**src/hw/rtl/utc_pkg.sv**
```systemverilog
// Shared types, constants and helper functions of the UTCTime encoder.
`default_nettype none

package utc_pkg;

    localparam int unsigned PC_W = 5;
    typedef logic [PC_W-1:0] t_pc;

    localparam t_pc PC_IDLE = t_pc'(0);

    localparam logic [7:0] UTC_TAG  = 8'h17;
    localparam logic [7:0] UTC_LEN  = 8'h0D;
    localparam logic [7:0] CH_ZERO  = 8'h30;
    localparam logic [7:0] CH_Z     = 8'h5A;

    // Calendar position of the epoch year 1970
    localparam logic [1:0] EPOCH_Y4   = 2'd2;
    localparam logic [6:0] EPOCH_Y100 = 7'd70;
    localparam logic [8:0] EPOCH_Y400 = 9'd370;

    localparam logic [6:0] Y100_MAX = 7'd99;
    localparam logic [8:0] Y400_MAX = 9'd399;
    localparam logic [3:0] MON_JAN  = 4'd1;
    localparam logic [3:0] MON_DEC  = 4'd12;
    localparam logic [8:0] DAYS_YEAR = 9'd365;
    localparam logic [8:0] DAYS_LEAP = 9'd366;

    // Reciprocals for the constant divides: ceil(2^37 / 60) and ceil(2^36 / 24).
    // The first is exact for any 32-bit dividend, the second for hour counts
    // below 2^32 / 3600.
    localparam logic [31:0] RECIP_MIN_SEC = 32'h8888_8889;
    localparam logic [31:0] RECIP_HOUR    = 32'hAAAA_AAAB;

    typedef enum logic [2:0] {
        OP_IDLE,
        OP_DIV,
        OP_YEAR,
        OP_MONTH,
        OP_EMIT
    } t_op;

    typedef enum logic [1:0] {
        DST_SEC,
        DST_MIN,
        DST_HOUR
    } t_dst;

    typedef enum logic [3:0] {
        SRC_TAG,
        SRC_LEN,
        SRC_YY_HI,
        SRC_YY_LO,
        SRC_MO_HI,
        SRC_MO_LO,
        SRC_DD_HI,
        SRC_DD_LO,
        SRC_HH_HI,
        SRC_HH_LO,
        SRC_MI_HI,
        SRC_MI_LO,
        SRC_SS_HI,
        SRC_SS_LO,
        SRC_Z
    } t_src;

    // One microcode word
    typedef struct packed {
        t_op  op;
        t_dst dst;
        t_src src;
        logic fin;
        logic jmp;
        t_pc  target;
    } t_uword;

    // Step status from the datapath back to the sequencer
    typedef struct packed {
        logic in_take;
        logic div_done;
        logic year_done;
        logic month_done;
        logic emit_take;
    } t_stat;

    function automatic logic [31:0] recip_const(input t_dst dst);
        logic [31:0] m;
        m = (dst == DST_HOUR) ? RECIP_HOUR : RECIP_MIN_SEC;
        return m;
    endfunction

    function automatic logic [4:0] month_len(input logic [3:0] m, input logic leap);
        logic [4:0] len;
        case (m) inside
            4'd2:                      len = leap ? 5'd29 : 5'd28;
            4'd4, 4'd6, 4'd9, 4'd11:   len = 5'd30;
            default:                   len = 5'd31;
        endcase
        return len;
    endfunction

    // Two BCD digits of a value below 100
    function automatic logic [7:0] bcd2(input logic [6:0] v);
        logic [3:0] tens;
        logic [6:0] ones;
        tens = 4'd0;
        for (int k = 1; k < 10; k++) begin
            if (v >= 7'(k * 10)) begin
                tens = 4'(k);
            end
        end
        ones = v - ({3'd0, tens} * 7'd10);
        return {tens, ones[3:0]};
    endfunction

endpackage

`default_nettype wire

```
**src/hw/rtl/unix_seconds_to_der_utctime_unit.sv**
```systemverilog
// Top level of the Unix time to DER UTCTime encoder.
//
// Takes one 32-bit Unix timestamp and emits a 15-byte DER UTCTime element
// (0x17, 0x0D, ASCII YYMMDDHHMMSSZ, year written mod 100), one byte per
// transfer, with o_last_byte set on the closing 'Z'. A small microcode
// program drives one datapath: a reciprocal multiplier splits off
// seconds, minutes and hours, the year walk steps through the elapsed
// years one by one, the month walk through the elapsed months, then
// 15 byte steps emit the element; an output stall holds a byte step.
// One item is in work at a time; o_in_ready rises once the last byte
// sits in the output register.
`default_nettype none

module unix_seconds_to_der_utctime_unit (
    input  logic        i_clk,
    input  logic        i_rst_n,
    input  logic        i_in_valid,
    output logic        o_in_ready,
    input  logic [31:0] i_timestamp,
    output logic        o_out_valid,
    input  logic        i_out_ready,
    output logic [7:0]  o_out_byte,
    output logic        o_last_byte
);
    import utc_pkg::*;

    t_pc    w_pc;
    t_uword w_word;
    t_stat  w_stat;

    utc_rom u_rom (
        .i_addr (w_pc),
        .o_word (w_word)
    );

    utc_seq u_seq (
        .i_clk   (i_clk),
        .i_rst_n (i_rst_n),
        .i_word  (w_word),
        .i_stat  (w_stat),
        .o_pc    (w_pc)
    );

    utc_dp u_dp (
        .i_clk       (i_clk),
        .i_rst_n     (i_rst_n),
        .i_word      (w_word),
        .i_in_valid  (i_in_valid),
        .i_timestamp (i_timestamp),
        .i_out_ready (i_out_ready),
        .o_in_ready  (o_in_ready),
        .o_out_valid (o_out_valid),
        .o_out_byte  (o_out_byte),
        .o_last_byte (o_last_byte),
        .o_stat      (w_stat)
    );

endmodule

`default_nettype wire

```
**src/hw/rtl/utc_rom.sv**
```systemverilog
// Microcode store: one control word per program step.
`default_nettype none

module utc_rom (
    input  utc_pkg::t_pc    i_addr,
    output utc_pkg::t_uword o_word
);
    import utc_pkg::*;

    always_comb begin
        unique case (i_addr)
            5'd0:    o_word = '{OP_IDLE,  DST_SEC,  SRC_TAG,   1'b0, 1'b0, PC_IDLE};
            5'd1:    o_word = '{OP_DIV,   DST_SEC,  SRC_TAG,   1'b0, 1'b0, PC_IDLE};
            5'd2:    o_word = '{OP_DIV,   DST_MIN,  SRC_TAG,   1'b0, 1'b0, PC_IDLE};
            5'd3:    o_word = '{OP_DIV,   DST_HOUR, SRC_TAG,   1'b0, 1'b0, PC_IDLE};
            5'd4:    o_word = '{OP_YEAR,  DST_SEC,  SRC_TAG,   1'b0, 1'b0, PC_IDLE};
            5'd5:    o_word = '{OP_MONTH, DST_SEC,  SRC_TAG,   1'b0, 1'b0, PC_IDLE};
            5'd6:    o_word = '{OP_EMIT,  DST_SEC,  SRC_TAG,   1'b0, 1'b0, PC_IDLE};
            5'd7:    o_word = '{OP_EMIT,  DST_SEC,  SRC_LEN,   1'b0, 1'b0, PC_IDLE};
            5'd8:    o_word = '{OP_EMIT,  DST_SEC,  SRC_YY_HI, 1'b0, 1'b0, PC_IDLE};
            5'd9:    o_word = '{OP_EMIT,  DST_SEC,  SRC_YY_LO, 1'b0, 1'b0, PC_IDLE};
            5'd10:   o_word = '{OP_EMIT,  DST_SEC,  SRC_MO_HI, 1'b0, 1'b0, PC_IDLE};
            5'd11:   o_word = '{OP_EMIT,  DST_SEC,  SRC_MO_LO, 1'b0, 1'b0, PC_IDLE};
            5'd12:   o_word = '{OP_EMIT,  DST_SEC,  SRC_DD_HI, 1'b0, 1'b0, PC_IDLE};
            5'd13:   o_word = '{OP_EMIT,  DST_SEC,  SRC_DD_LO, 1'b0, 1'b0, PC_IDLE};
            5'd14:   o_word = '{OP_EMIT,  DST_SEC,  SRC_HH_HI, 1'b0, 1'b0, PC_IDLE};
            5'd15:   o_word = '{OP_EMIT,  DST_SEC,  SRC_HH_LO, 1'b0, 1'b0, PC_IDLE};
            5'd16:   o_word = '{OP_EMIT,  DST_SEC,  SRC_MI_HI, 1'b0, 1'b0, PC_IDLE};
            5'd17:   o_word = '{OP_EMIT,  DST_SEC,  SRC_MI_LO, 1'b0, 1'b0, PC_IDLE};
            5'd18:   o_word = '{OP_EMIT,  DST_SEC,  SRC_SS_HI, 1'b0, 1'b0, PC_IDLE};
            5'd19:   o_word = '{OP_EMIT,  DST_SEC,  SRC_SS_LO, 1'b0, 1'b0, PC_IDLE};
            5'd20:   o_word = '{OP_EMIT,  DST_SEC,  SRC_Z,     1'b1, 1'b1, PC_IDLE};
            default: o_word = '{OP_IDLE,  DST_SEC,  SRC_TAG,   1'b0, 1'b1, PC_IDLE};
        endcase
    end

endmodule

`default_nettype wire

```
**src/hw/rtl/utc_seq.sv**
```systemverilog
// Step counter: holds a step until it reports done, then advances or jumps.
`default_nettype none

module utc_seq (
    input  logic            i_clk,
    input  logic            i_rst_n,
    input  utc_pkg::t_uword i_word,
    input  utc_pkg::t_stat  i_stat,
    output utc_pkg::t_pc    o_pc
);
    import utc_pkg::*;

    t_pc  r_pc;
    t_pc  n_pc;
    logic w_done;

    always_comb begin
        unique case (i_word.op)
            OP_IDLE:  w_done = i_stat.in_take;
            OP_DIV:   w_done = i_stat.div_done;
            OP_YEAR:  w_done = i_stat.year_done;
            OP_MONTH: w_done = i_stat.month_done;
            OP_EMIT:  w_done = i_stat.emit_take;
            default:  w_done = 1'b1;
        endcase
    end

    always_comb begin
        n_pc = r_pc;
        if (w_done) begin
            n_pc = i_word.jmp ? i_word.target : r_pc + t_pc'(1);
        end
    end

    always_ff @(posedge i_clk) begin
        if (!i_rst_n) begin
            r_pc <= PC_IDLE;
        end else begin
            r_pc <= n_pc;
        end
    end

    assign o_pc = r_pc;

endmodule

`default_nettype wire

```
**src/hw/rtl/utc_dp.sv**
```systemverilog
// Datapath: constant divider, calendar walk, digit formatting and output register.
`default_nettype none

module utc_dp (
    input  logic            i_clk,
    input  logic            i_rst_n,
    input  utc_pkg::t_uword i_word,
    input  logic            i_in_valid,
    input  logic [31:0]     i_timestamp,
    input  logic            i_out_ready,
    output logic            o_in_ready,
    output logic            o_out_valid,
    output logic [7:0]      o_out_byte,
    output logic            o_last_byte,
    output utc_pkg::t_stat  o_stat
);
    import utc_pkg::*;

    logic [31:0]       r_t;
    logic [63:0]       r_prod;
    logic              r_phase;
    logic [5:0]        r_sec;
    logic [5:0]        r_min;
    logic [4:0]        r_hour;
    logic [1:0]        r_y4;
    logic [6:0]        r_y100;
    logic [8:0]        r_y400;
    logic [3:0]        r_mon;
    logic              r_out_valid;
    logic [7:0]        r_out_byte;
    logic              r_last_byte;

    logic        w_in_take;
    logic        w_emit_take;
    logic [31:0] w_recip;
    logic [31:0] w_quot;
    logic [31:0] w_qd;
    logic [5:0]  n_rem;
    logic        w_leap;
    logic [8:0]  w_ylen;
    logic [4:0]  w_mlen;
    logic        w_year_done;
    logic        w_month_done;
    logic        w_div_done;
    logic [6:0]  w_day;
    logic [6:0]  w_pair;
    logic [7:0]  w_digits;
    logic [7:0]  n_byte;

    assign w_in_take   = (i_word.op == OP_IDLE) && i_in_valid;
    assign w_emit_take = !r_out_valid || i_out_ready;

    // Reciprocal divide: multiply, then shift and take the remainder
    assign w_recip = recip_const(i_word.dst);
    assign w_quot  = (i_word.dst == DST_HOUR) ? {4'd0, r_prod[63:36]}
                                              : {5'd0, r_prod[63:37]};
    assign w_qd    = (i_word.dst == DST_HOUR) ? ((w_quot << 4) + (w_quot << 3))
                                              : ((w_quot << 6) - (w_quot << 2));
    assign n_rem   = 6'(r_t - w_qd);
    assign w_div_done = r_phase;

    assign w_leap = ((r_y4 == 2'd0) && (r_y100 != 7'd0)) || (r_y400 == 9'd0);
    assign w_ylen = w_leap ? DAYS_LEAP : DAYS_YEAR;
    assign w_mlen = month_len(r_mon, w_leap);
    assign w_year_done  = (r_t < {23'd0, w_ylen});
    assign w_month_done = (r_mon == MON_DEC) || (r_t < {27'd0, w_mlen});

    assign w_day = {2'd0, r_t[4:0]} + 7'd1;

    always_comb begin
        case (i_word.src) inside
            SRC_YY_HI, SRC_YY_LO: w_pair = r_y100;
            SRC_MO_HI, SRC_MO_LO: w_pair = {3'd0, r_mon};
            SRC_DD_HI, SRC_DD_LO: w_pair = w_day;
            SRC_HH_HI, SRC_HH_LO: w_pair = {2'd0, r_hour};
            SRC_MI_HI, SRC_MI_LO: w_pair = {1'd0, r_min};
            SRC_SS_HI, SRC_SS_LO: w_pair = {1'd0, r_sec};
            default:              w_pair = 7'd0;
        endcase
    end

    assign w_digits = bcd2(w_pair);

    always_comb begin
        case (i_word.src) inside
            SRC_TAG: n_byte = UTC_TAG;
            SRC_LEN: n_byte = UTC_LEN;
            SRC_Z:   n_byte = CH_Z;
            SRC_YY_HI, SRC_MO_HI, SRC_DD_HI, SRC_HH_HI, SRC_MI_HI, SRC_SS_HI:
                     n_byte = CH_ZERO | {4'd0, w_digits[7:4]};
            default: n_byte = CH_ZERO | {4'd0, w_digits[3:0]};
        endcase
    end

    always_ff @(posedge i_clk) begin
        if (!i_rst_n) begin
            r_phase     <= 1'b0;
            r_out_valid <= 1'b0;
        end else begin
            if (w_in_take) begin
                r_phase <= 1'b0;
            end else if (i_word.op == OP_DIV) begin
                r_phase <= !r_phase;
            end
            if (i_word.op == OP_EMIT && w_emit_take) begin
                r_out_valid <= 1'b1;
            end else if (i_out_ready) begin
                r_out_valid <= 1'b0;
            end
        end
    end

    always_ff @(posedge i_clk) begin
        unique case (i_word.op)
            OP_IDLE: begin
                if (i_in_valid) begin
                    r_t    <= i_timestamp;
                    r_y4   <= EPOCH_Y4;
                    r_y100 <= EPOCH_Y100;
                    r_y400 <= EPOCH_Y400;
                    r_mon  <= MON_JAN;
                end
            end
            OP_DIV: begin
                if (!r_phase) begin
                    r_prod <= {32'd0, r_t} * {32'd0, w_recip};
                end else begin
                    // Keep the quotient, park the remainder
                    r_t <= w_quot;
                    unique case (i_word.dst)
                        DST_SEC:  r_sec  <= n_rem;
                        DST_MIN:  r_min  <= n_rem;
                        default:  r_hour <= n_rem[4:0];
                    endcase
                end
            end
            OP_YEAR: begin
                if (!w_year_done) begin
                    r_t    <= r_t - {23'd0, w_ylen};
                    r_y4   <= r_y4 + 2'd1;
                    r_y100 <= (r_y100 == Y100_MAX) ? 7'd0 : r_y100 + 7'd1;
                    r_y400 <= (r_y400 == Y400_MAX) ? 9'd0 : r_y400 + 9'd1;
                end
            end
            OP_MONTH: begin
                if (!w_month_done) begin
                    r_t   <= r_t - {27'd0, w_mlen};
                    r_mon <= r_mon + 4'd1;
                end
            end
            OP_EMIT: begin
                if (w_emit_take) begin
                    r_out_byte  <= n_byte;
                    r_last_byte <= i_word.fin;
                end
            end
            default: begin
            end
        endcase
    end

    assign o_in_ready  = (i_word.op == OP_IDLE);
    assign o_out_valid = r_out_valid;
    assign o_out_byte  = r_out_byte;
    assign o_last_byte = r_last_byte;

    assign o_stat = '{
        in_take:    w_in_take,
        div_done:   w_div_done,
        year_done:  w_year_done,
        month_done: w_month_done,
        emit_take:  w_emit_take
    };

endmodule

`default_nettype wire

```
**config.mk**
```make
export PLATFORM = sky130hd
export DESIGN_NAME = unix_seconds_to_der_utctime_unit
export DESIGN_NICKNAME = d
export VERILOG_FILES = /design/src/hw/rtl/utc_pkg.sv /design/src/hw/rtl/unix_seconds_to_der_utctime_unit.sv /design/src/hw/rtl/utc_rom.sv /design/src/hw/rtl/utc_seq.sv /design/src/hw/rtl/utc_dp.sv
export SDC_FILE = /design/constraint.sdc
export NUM_CORES = 2
export LEC_CHECK = 0
export BUFFER_PORTS_ARGS = -buffer_cell sky130_fd_sc_hd__buf_2
export CORE_MARGIN = 2
export CORE_UTILIZATION = 52
export DETAILED_ROUTE_END_ITERATION = 6
export GPL_TIMING_DRIVEN = 0
export HOLD_SLACK_MARGIN = 0.08
export MAX_ROUTING_LAYER = met4
export PLACE_DENSITY_LB_ADDON = 0.15
export SYNTH_ARGS = -nofsm -noshare
export SYNTH_HDL_FRONTEND = slang
export SYNTH_SLANG_ARGS = --single-unit
```
**constraint.sdc**
```tcl
create_clock -name i_clk -period 9.5 [get_ports i_clk]
set_input_delay 0.95 -clock i_clk [delete_from_list [all_inputs] [get_ports i_clk]]
set_output_delay 0.95 -clock i_clk [all_outputs]
set_load 0.02 [all_outputs]
```
==> flow_summary.yaml <==
placement:
  port_buffers: 45
  place_congestion: 1.028
  placed_cell_area_um2: 26380
  place_ws_ns: -1.229
  dp_hpwl_um: 67130
global_routing:
  grt_first_pass_wirelength_um: 116900
  grt_usage_pct: 32.40
  antenna_found_initial: 0
  grt_pass1_vias: 19760
  grt_max_degree: 20
  gr-total-overflow: 0
sta:
  period_minus_slack_ns: 9.092
  postLayoutSetupSlackWorst_ns: 0.4084
  hold_viol_final: 0
  fmax_ghz: 0.1100
  tightest_slew_ns: 1.155
  finalMaxSlewViolations: 0
  setup_viol: 0
  fin_worst_skew_ns: 0.01031
  period_share_pct: 95.70
  max_slew_margin_pct: 20.78
  rsz0062_at_grt: "no"
clock_tree:
  root_buffer: "clkbuf_16"
  clkSlewWorstSetupHoldPaths_ns: 0.06
  cts.sinks: 125
  htreeDepth: 4
  cts_buffers: 17
  ctsHoldBuffers: 0
  cts.path.max_buffers: 2
  clock_latency_ns: 0.43
  cts_tree: "yes"
worst_setup_path:
  crit_path_frequent_cell: "fa_1"
  slowest_delay_ns: 0.57
  path_class: "reg2reg"
  crit_path_end_kind: "flop"
  cp.arrival_ns: 9.27
  crit_fanout: 10
  reg2regPathDepth: 29
  cp-start-kind: "flop"
  cp_slowest_cell: "fa_1"
  worst_ep_required_time_ns: 9.68
route:
  wirelength_um: 76020
  drt_iter0_drc: 1517
  via_per_inst: 5.540
  antenna_left: 0
  routedWlPerCell_um: 22.31
  drtPass1Iterations: 5
  drc: 0
  num_vias: 18880
final_layout:
  layout-area-overhead-vs-synth_pct: 6.958
  multiInputGateArea_um2: 18880
  fin_nets: 3596
  final_cell_mix: "inv_1, fa_1, ha_1, nand2_1, a21oi_1"
  diodes: 0
  fin_area_um2: 27060
  seq_area_um2: 3573
  drive_gt1_share_pct: 5.013
  final_common_cell: "inv_1"
  nFillCells: 4381
die:
  dieHeight_um: 224.6
  die_x_um: 224.6
  dieArea_um2: 50440
  ios: 47
  start_util_pct: 52.88
  rows: 80
  core_area_um2: 47850
logic_synthesis:
  synthFlopType: "edfxtp_1"
  ys_seq_area_share_pct: 14.12
  ys_async_sr_fraction_pct: 0
  ys_ff_latch: 125
  synth_compound_area_share_pct: 8.837
  synth_nets: 3525
  syn_area_um2: 25300
  syn_inst: 2709
  synthAdderAreaFrac_pct: 50.17
  synth_mux_area_share_pct: 0.6577
  yosys.area_share.simple_pct: 9.356
  synth_edf_count: 107
  synth_top_family_by_area: "adder cells"
  synth.avg_cell_area_um2: 9.340
  synth_xor_area_share_pct: 5.192
  yosysWarnings: 0
  synth_cell_types: 82
min_path:
  hp-class: "reg2reg"
  whs_path_depth: 0
run_status:
  status: "completed"
flow_run:
  drv_cap: 0
## path summary, 6_finish.rpt
| path | startpoint | endpoint | slack, ns |
|---|---|---|---|
| max reg2reg | u_rom.o_word[12]$_SDFF_PP0_ | u_dp.r_prod[58]$_DFFE_PP_ | 0.41 |
| min | u_rom.o_word[6]$_SDFF_PP0_ | u_dp.o_last_byte$_DFFE_PP_ | 0.42 |
| min reg2reg | u_rom.o_word[6]$_SDFF_PP0_ | u_dp.o_last_byte$_DFFE_PP_ | 0.42 |
| max | u_rom.o_word[12]$_SDFF_PP0_ | u_dp.r_prod[58]$_DFFE_PP_ | 0.41 |
## registers in the layout (all words and copies together) (netlist names)
register / cells
u_dp.r_hour: 5
u_seq.o_pc: 5
u_dp.o_last_byte: 1
u_dp.r_y4: 2
u_rom.o_word: 11
u_dp.o_out_byte: 7
u_dp.r_prod: 28
u_dp.r_mon: 4
u_dp.r_y400: 9
u_dp.r_t: 32
u_dp.r_y100: 7
u_dp.o_out_valid: 1
u_dp.r_phase: 1
u_dp.r_min: 6
u_dp.r_sec: 6
## stage by stage
step	util [%]	setup TNS, ns	hold WS (ns)	cells
floorplan	-	0	0.3855	2709
global placement	54.96	-27.68	0.3859	3369
detailed placement	55.14	-20.44	0.4045	3374
CTS	56.40	0	0.4183	3407
global route	56.56	0	0.4313	3408
finish	56.56	0	0.4236	3408
## timing repair
item                                    4_1_cts  5_1_grt
endpoints found under the setup margin       28       18
gates resized for setup                      11       16
setup buffers                                 1        1
pin swaps                                     1        3
## worst max-delay path: cells and delay by family, from the launching register on
family	cells	cell delay (ns)
AO/OA/AOI/OAI	7	2.09
XOR/XNOR	1	0.12
adder cells (fa/ha/maj)	9	4.16
buffers and inverters	9	1.46
flip-flops	1	0.41
AND/OR/NAND/NOR	3	0.58
## layout make-up
cell class                      instances  area share, %
Sequential cell                       125          13.20
Buffer                                 64          1.087
Tap cell                              615          2.843
Multi-Input combinational cell       1808          69.76
Inverter                              712          9.876
Timing Repair Buffer                   52          1.110
Clock inverter                         10         0.2820
Clock buffer                           22          1.835
## synthesized netlist by cell type, types with 7 or more instances
library cell / count / share of area (%)
mux2i_1: 14 / 0.55
or3_1: 8 / 0.20
and3_1: 22 / 0.54
and2_1: 11 / 0.27
a31oi_1: 7 / 0.17
or2_2: 10 / 0.25
nor3_1: 22 / 0.44
o21bai_1: 11 / 0.33
o21a_1: 10 / 0.30
a221oi_1: 10 / 0.35
clkbuf_1: 51 / 0.76
a21oi_1: 123 / 2.4
ha_1: 389 / 19
xor2_1: 46 / 1.6
nand3_1: 39 / 0.77
edfxtp_1: 107 / 13
dfxtp_1: 18 / 1.4
inv_1: 710 / 11
nand4_1: 12 / 0.30
o211ai_1: 18 / 0.53
xnor2_1: 104 / 3.6
a211oi_1: 10 / 0.30
nor4_1: 11 / 0.27
a21o_1: 24 / 0.71
nand2_1: 197 / 2.9
fa_1: 391 / 31
nand2b_1: 15 / 0.37
o21ai_0: 80 / 1.6
nor2b_1: 16 / 0.40
nor2_1: 122 / 1.8
## kinds of logic after synthesis
kind of cell               after synthesis
other                                    1
AOI/OAI and AO/OA                      354
DFF                                    125
adders and majority gates              780
muxes                                   16
xor gates and xnor gates               150
buffers and inverters                  776
and+or+nand+nor                        507
## layer usage
layer  GRT usage (%)  routed length (um)
met2           53.34               36730
met5               -                   0
met1           41.68               31950
met3           3.044                3846
met4           12.56                3500
Power is left out: the tool's default activity adds up to more than one toggle a clock period on the data nets, which glitch-free logic cannot reach.
